### config.mk
export PLATFORM = sky130hd
export DESIGN_NAME = ffa_ctrl
export DESIGN_NICKNAME = d
export VERILOG_FILES = /design/src/rtl/ffa_pkg.sv /design/src/rtl/ffa_ctrl.sv
export SDC_FILE = /design/constraint.sdc
export NUM_CORES = 1
export LEC_CHECK = 0
export ABC_AREA = 1
export BUFFER_PORTS_ARGS = -buffer_cell sky130_fd_sc_hd__buf_2
export CORE_AREA = 5 5 42 44
export CTS_CLUSTER_DIAMETER = 60
export DETAILED_ROUTE_END_ITERATION = 7
export DIE_AREA = 0 0 47 49
export GPL_TIMING_DRIVEN = 0
export PLACE_DENSITY = 0.5
export SLEW_MARGIN = 20
export SYNTH_ARGS = -nofsm -noshare
export SYNTH_HDL_FRONTEND = slang
export SYNTH_SLANG_ARGS = --single-unit
### constraint.sdc
create_clock -name clk -period 1.14 [get_ports clk]
set_input_delay 0.114 -clock clk [delete_from_list [all_inputs] [get_ports clk]]
set_output_delay 0.114 -clock clk [all_outputs]
set_load 0.01 [all_outputs]
### src/rtl/ffa_pkg.sv
`timescale 1ns / 1ps
// ----------------------------------------------------------------------------
// ffa_pkg
// Shared types and constants for the first-fit block allocator.
// ----------------------------------------------------------------------------
package ffa_pkg;

	localparam int HEAP_BYTES   = 4096;
	localparam int HEADER_BYTES = 32;
	localparam int ADDR_W       = $clog2(HEAP_BYTES);
	localparam int PTR_W        = ADDR_W + 1;
	localparam int SUM_W        = PTR_W + 1;
	localparam logic [PTR_W-1:0] NIL = PTR_W'(HEAP_BYTES);

	localparam logic [0:0] OP_ALLOC = 1'b0;
	localparam logic [0:0] OP_FREE  = 1'b1;

	localparam logic [1:0] ST_OK        = 2'd0;
	localparam logic [1:0] ST_EXHAUSTED = 2'd1;
	localparam logic [1:0] ST_BAD_FREE  = 2'd2;

	typedef struct packed {
		logic [0:0]        opcode;
		logic [11:0]       request_bytes;
		logic [11:0]       data_address;
	} ffa_in_t;

	typedef struct packed {
		logic [11:0] result_address;
		logic [1:0]  status;
	} ffa_out_t;

	typedef struct packed {
		logic             busy;
		logic [11:0]      size;
		logic [PTR_W-1:0] next_free;
		logic [PTR_W-1:0] next_busy;
	} ffa_hdr_t;

	localparam int HDR_W = $bits(ffa_hdr_t);

	typedef enum logic [3:0] {
		DP_NONE,
		DP_LOAD,
		DP_READ_CUR,
		DP_READ_NXT,
		DP_A_ADVANCE,
		DP_A_UNLINK,
		DP_A_PUSH,
		DP_A_CARVE,
		DP_F_ADVANCE,
		DP_F_UNLINK,
		DP_F_PUSH,
		DP_M_MERGE,
		DP_M_ADVANCE,
		DP_FAIL,
		DP_F_DONE
	} ffa_dp_op_t;

	typedef struct packed {
		ffa_dp_op_t op;
	} ffa_cmd_t;

	typedef struct packed {
		logic cur_null;
		logic nxt_null;
		logic fit;
		logic hit;
		logic adj;
		logic addr_bad;
	} ffa_stat_t;

	typedef enum logic [3:0] {
		S_IDLE,
		S_A_CHK,
		S_A_EVAL,
		S_A_PUSH,
		S_A_CARVE,
		S_F_CHK,
		S_F_EVAL,
		S_F_PUSH,
		S_M_CHK,
		S_M_EVAL
	} ffa_state_t;

endpackage

### src/rtl/ffa_ctrl.sv
`timescale 1ns / 1ps
// ----------------------------------------------------------------------------
// ffa_ctrl
// Sequencer for allocate, free and merge list walks.
// ----------------------------------------------------------------------------
module ffa_ctrl (
	input  logic               clk,
	input  logic               arst_n,
	input  logic               start,
	input  logic [0:0]         opcode,
	input  ffa_pkg::ffa_stat_t stat,
	output ffa_pkg::ffa_cmd_t  cmd,
	output logic               busy
);
	import ffa_pkg::*;

	ffa_state_t state_q, state_d;

	always_ff @(posedge clk or negedge arst_n) begin
		if (!arst_n) begin
			state_q <= S_IDLE;
		end else begin
			state_q <= state_d;
		end
	end

	always_comb begin
		state_d = state_q;
		cmd.op  = DP_NONE;
		case (state_q)
			S_IDLE: begin
				if (start) begin
					cmd.op  = DP_LOAD;
					state_d = (opcode == OP_FREE) ? S_F_CHK : S_A_CHK;
				end
			end
			S_A_CHK: begin
				if (stat.cur_null) begin
					state_d = S_A_CARVE;
				end else begin
					cmd.op  = DP_READ_CUR;
					state_d = S_A_EVAL;
				end
			end
			S_A_EVAL: begin
				if (stat.fit) begin
					cmd.op  = DP_A_UNLINK;
					state_d = S_A_PUSH;
				end else begin
					cmd.op  = DP_A_ADVANCE;
					state_d = S_A_CHK;
				end
			end
			S_A_PUSH: begin
				cmd.op  = DP_A_PUSH;
				state_d = S_IDLE;
			end
			S_A_CARVE: begin
				cmd.op  = DP_A_CARVE;
				state_d = S_IDLE;
			end
			S_F_CHK: begin
				if (stat.addr_bad || stat.cur_null) begin
					cmd.op  = DP_FAIL;
					state_d = S_IDLE;
				end else begin
					cmd.op  = DP_READ_CUR;
					state_d = S_F_EVAL;
				end
			end
			S_F_EVAL: begin
				if (stat.hit) begin
					cmd.op  = DP_F_UNLINK;
					state_d = S_F_PUSH;
				end else begin
					cmd.op  = DP_F_ADVANCE;
					state_d = S_F_CHK;
				end
			end
			S_F_PUSH: begin
				cmd.op  = DP_F_PUSH;
				state_d = S_M_CHK;
			end
			S_M_CHK: begin
				if (stat.nxt_null) begin
					cmd.op  = DP_F_DONE;
					state_d = S_IDLE;
				end else begin
					cmd.op  = DP_READ_NXT;
					state_d = S_M_EVAL;
				end
			end
			S_M_EVAL: begin
				cmd.op  = stat.adj ? DP_M_MERGE : DP_M_ADVANCE;
				state_d = S_M_CHK;
			end
			default: begin
				state_d = S_IDLE;
			end
		endcase
	end

	assign busy = (state_q != S_IDLE);

endmodule

==> metrics, run 1 <==
status finished with violations; failing checks negative setup slack; M2 GR Usage 19.9%; setup slack after layout -285 ps; cell mode on critical path nand2_1; Reg2Reg Depth 6; post-synthesis xor/xnor area fraction 0%; Synth top area share 26.1%; CP Max Fanout 3; post-layout util 47.0%; Critical Path Source Type register; share of cells above drive strength 1 49.5%; worst-case clock buffer depth 2; Vias/cell 4.59; Chip Width roughly 47 um; Hold WC Path Type in2reg; Detailed Route WL 1190 um; mux share of post-synthesis cell area 0%; # nets final ~110; Ports 15; Synth Area per Inst 5.47 um2; drt first pass iters 4; Slew headroom 86.8%; Setup crit end kind output pin; num rows 14; GRT busiest layer met2; post-DP HPWL 821 um; Worst Hold Launch stat[2]; Largest Register state_q; reg2reg end state_q[0]$_DFFE_PN0P_; final hold violation count 0; arrival time worst endpoint 1310 ps; stages on the worst setup path 8; Post-route DRC 0; Remaining Overflow, GRT 0; max incr delay on CP 450 ps; Max H-tree Level 1; Diodes inserted 0; RSZ-0062 raised after global routing true; GR Util met3 between 4 and 5%; biggest registers after layout state_q: 4 flops; initial antenna violation count 0; Synth Area in Adders 0%; clock-pin slew on the worst setup and hold paths 40 ps; fin crit period 1420 ps; initial drt markers 8; clock tree sinks 4; area of the core 1400 um2; max FFs per register 4; Peak Freq between 700 and 800 MHz; routability congestion estimate 0.735; syn nets 80; largest family of logic cells by synthesized area simple AND/OR/NAND/NOR gates; CTS tree built; final std cells w/o fill 113; pin count of the biggest net entering global routing 7; Synth cell types 9; WS Path Type reg2out; top post-synthesis cells by area dfrtp_1, nand2_1, nor2_1, nand3_1, inv_1; met1 Resource Use GR 12.8%; CP max-delay cell dfrtp_2; Max Cap Viol 0; Inst Count DP 100; post-synthesis sequential area ratio a little over a quarter; VDD IR max about 2.3 mV; final setup vio count 6; global-route wire length before repair 1960 um; commonest non-fill, non-tap cell in the layout nand2_1; wire per inst between 10 and 15 um; vias in the first global route just under 500; Syn. warnings 0; Slew Viols, Final 0; Static Leak about 0.38 nW; Routed Antenna Nets 0; Area growth, synth to finish 71.9%; post-synthesis simple-gate area fraction 65.0%; chip height 49 um; Synth area leader dfrtp_1; Synth Area in Compound Gates 0%; FF+latch count, synth 4; IO Port Bufs 14; Die ar. between 2000 and 2500 um2; CP bufs+invs 2; GR Util All Layers 11.6%; WP data required 1030 ps; Crit Reg-Reg Startpoint state_q[1]$_DFFE_PN0P_; pwr/cell area 2780 nW/um2; via count 519; crit path cell chain inv_4 -> nand2_2 -> nor2_2 -> nand2_1 -> nand2_1 -> nor2_1 -> nand2_1 -> buf_2; Final Skew 2.20 ps; fin crit share 125%; Initial Util 27.3%; clk_lat worst skew 230 ps; Root Driver clkbuf_4; total CTS buffers 3; CP startpoint state_q[3]$_DFFE_PN0P_; CP endpoint cmd[0]; Mapped Cells 70; reg-to-reg slack, setup -40 ps; Least-Margin Pin Slew 198 ps; Crit path max-delay family flip-flops; Post-Synthesis Cell Area 383 um2; commonest cells after routing, fill and taps aside nand2_1, buf_2, nor2_1, nand3_1
## kinds of logic after synthesis
logic type             Yosys count
flip-flops                       4
AND/OR/NAND/NOR                 57
buffers and inverters            9
## worst register-to-register path, stage by stage, from the launching register on
cell	delay, ps
dfrtp_2	450
nor2_4	200
nand3b_1	140
buf_4	170
inv_2	40
nor2_1	30
nor2_1	90
## cell usage after synthesis
master	count
nand2_1	23
nand4_1	2
inv_1	9
nand3_1	10
nor2_1	18
nor2_2	1
nand3b_1	2
nor2_4	1
dfrtp_1	4
## per-stage QoR
step	worst slack [ps]	area (um2)	hold slack [ps]	power [mW]	TNS, ps
final	-285	658	120	1.83	-1290
after CTS	-293	629	114	1.72	-1270
after global placement	-202	480	-80.0	1.16	-629
after global routing	-408	658	126	2.00	-1950
after detailed placement	-182	480	-79.4	1.15	-510
after floorplan	25.6	390	-182	0.876	0
## worst min path at each step
stage | to | slack (ps) | depth (start not counted)
global placement | state_q[0]$_DFFE_PN0P_ | -80 | 1
CTS | state_q[1]$_DFFE_PN0P_ | 110 | 3
global route | state_q[1]$_DFFE_PN0P_ | 130 | 3
finish | state_q[1]$_DFFE_PN0P_ | 120 | 3
floorplan | state_q[0]$_DFFE_PN0P_ | -180 | 0
detailed placement | state_q[0]$_DFFE_PN0P_ | -80 | 1
## routing by layer
metal / up-vias / wire, um / part of all wire (%)
li1: 273 / - / -
met1: 233 / 479 / 40
met2: 13 / 661 / 56
met3: 0 / 47 / 4.0
met4: 0 / 0 / 0
met5: - / 0 / 0
## report_power, final
part / total, mW / switching, mW / internal, mW
clock network: 0.172 / 0.0545 / 0.117
registers: 0.331 / 0.120 / 0.212
logic: 1.32 / 0.693 / 0.630
## cell type report
cell class / instances / area [um2]
flip-flops and latches: 4 / 105
well taps: 16 / 20.0
inverters: 9 / 36.3
clock buffers: 3 / 22.5
fillers: 159 / 743
multi-input cells: 57 / 309
repair buffers: 24 / 165
## repair_timing
item                                   4_1_cts  5_1_grt
buffers inserted                             8        2
endpoints found under the hold margin        4        0
gates resized for setup                     22        7
pin swaps                                    9        3
hold buffers                                 1        0
setup endpoints to repair                    7        8
No activity file was read; power rests on OpenSTA's default activity.
==> run 2, diff against run 1 <==
Settings changed: CELL_PAD_IN_SITES_DETAIL_PLACEMENT set to 0, CELL_PAD_IN_SITES_GLOBAL_PLACEMENT set to 1, CORE_AREA 5 5 42 44 to not set, CORE_MARGIN set to 5, CORE_UTILIZATION set to 28, DIE_AREA 0 0 47 49 to not set, PLACE_DENSITY 0.5 to 0.71.
==> metrics, run 2 (synthesis gave the netlist of run 1 again) <==
Final Skew 1.13 ps; post-layout util 53.5%; Detailed Route WL 1290 um; Final TNS setup -1630 ps; clk_lat worst skew 230 ps; initial antenna violation count 0; Critical Path Source Type register; Crit Reg-Reg Startpoint state_q[1]$_DFFE_PN0P_; Diodes inserted 0; Post-route DRC 0; drt first pass iters 4; commonest non-fill, non-tap cell in the layout nand2_1; Static Leak 0.388 nW; setup slack after layout -336 ps; post-DP HPWL slightly above 800 um; total CTS buffers 3; pin count of the biggest net entering global routing 7; Worst Hold Launch start; Peak Freq slightly below 700 MHz; share of cells above drive strength 1 56.0%; worst-case clock buffer depth 2; IO Port Bufs 14; Routed Antenna Nets 0; reg2reg end state_q[2]$_DFFE_PN0P_; Chip Width 47.0 um; RSZ-0062 raised after global routing true; fin crit period roughly 1500 ps; final setup vio count 7; Die ar. 2210 um2; area of the core roughly 1300 um2; wire per inst 11.2 um; initial drt markers 11; Least-Margin Pin Slew 227 ps; Slew Viols, Final 0; arrival time worst endpoint 1360 ps; clock tree sinks 4; CTS tree built; chip height 47.0 um; Slew headroom 84.8%; max FFs per register 4; CP max-delay cell dfrtp_2; Reg2Reg Depth 7; total power draw approximately 1.9 mW; Ports 15; Max H-tree Level 1; commonest cells after routing, fill and taps aside nand2_1, buf_2, nor2_1, buf_4; failing checks negative setup slack; VDD IR max 1.40 mV; cell mode on critical path nand2_1; final hold violation count 0; max incr delay on CP 440 ps; Remaining Overflow, GRT 0; GR Util All Layers 12.6%; Initial Util approximately 29%; clock-pin slew on the worst setup and hold paths 40 ps; num rows 13; vias in the first global route 469; via count 556; Area growth, synth to finish 81.7%; WS Path Type reg2out; Min-Delay Endpoint state_q[0]$_DFFE_PN0P_; Max Cap Viol 0; CP Max Fanout 3; WP data required 1030 ps; routability congestion estimate 0.777; Setup crit end kind output pin; status finished with violations; Hold Crit Depth 3; biggest registers after layout state_q: 4 flops; # nets final 112; global-route wire length before repair 1950 um; Largest Register state_q; Root Driver clkbuf_4; Hold WC Path Type in2reg; Vias/cell 4.83; pwr/cell area 2730 nW/um2; crit path cell chain inv_2 -> nand2_1 -> nor2_2 -> nand2_1 -> nand2_1 -> nor2_1 -> nand2_1 -> buf_2; reg-to-reg slack, setup -150 ps; fin crit share 129%
-- run 2: cell type report --
| type | instances | area, um2 |
|---|---|---|
| tap | 15 | 18.8 |
| timing repair buffer | 27 | 191 |
| clock buffer | 3 | 22.5 |
| fill | 139 | 606 |
| sequential | 4 | 105 |
| multi-input combinational | 57 | 324 |
| inverter | 9 | 33.8 |
-- run 2: repair_timing --
action | CTS | global route
endpoints found under the setup margin | 7 | 7
pin swaps | 6 | 12
buffers inserted | 9 | 3
resized for setup | 20 | 12
endpoints found under the hold margin | 4 | 0
hold buffers | 1 | 0
-- run 2: through the flow --
step                      instances  area (um2)  worst slack, ps  hold slack, ps
after floorplan                  70         390             25.6            -182
after global placement           99         479             -208           -81.5
after detailed placement         99         479             -169           -79.4
after CTS                       112         632             -294             124
after global routing            115         696             -419             167
final                           115         696             -336             142
-- run 2: critical path: cells and delay by family, from the launching register on --
| family | cells | cell delay [ps] |
|---|---|---|
| AND/OR/NAND/NOR | 6 | 470 |
| flip-flops | 1 | 440 |
| buffers and inverters | 2 | 220 |
-- run 2: how the worst max path moves through the flow --
stage,startpoint,endpoint,slack (ps),cells after the start
finish,state_q[3]$_DFFE_PN0P_,cmd[0],-340,8
global route,state_q[1]$_DFFE_PN0P_,cmd[2],-420,6
CTS,state_q[0]$_DFFE_PN0P_,cmd[0],-290,7
detailed placement,state_q[3]$_DFFE_PN0P_,cmd[0],-170,7
global placement,state_q[3]$_DFFE_PN0P_,cmd[0],-210,7
floorplan,state_q[1]$_DFFE_PN0P_,cmd[0],30,5
-- run 2: routing by layer --
| metal | vias to the layer above | global-route usage [%] | part of all wire (%) |
|---|---|---|---|
| met3 | 2 | 3.83 | 4.4 |
| met4 | 0 | 6.08 | 1.2 |
| met2 | 19 | 18.7 | 49 |
| li1 | 281 | - | - |
| met1 | 254 | 16.4 | 45 |
| met5 | - | 0 | 0 |
-- run 2: power breakdown --
| part | internal, mW | switching, mW |
|---|---|---|
| clock network | 0.118 | 0.0555 |
| logic | 0.665 | 0.727 |
| registers | 0.211 | 0.120 |
| total | 0.994 | 0.903 |
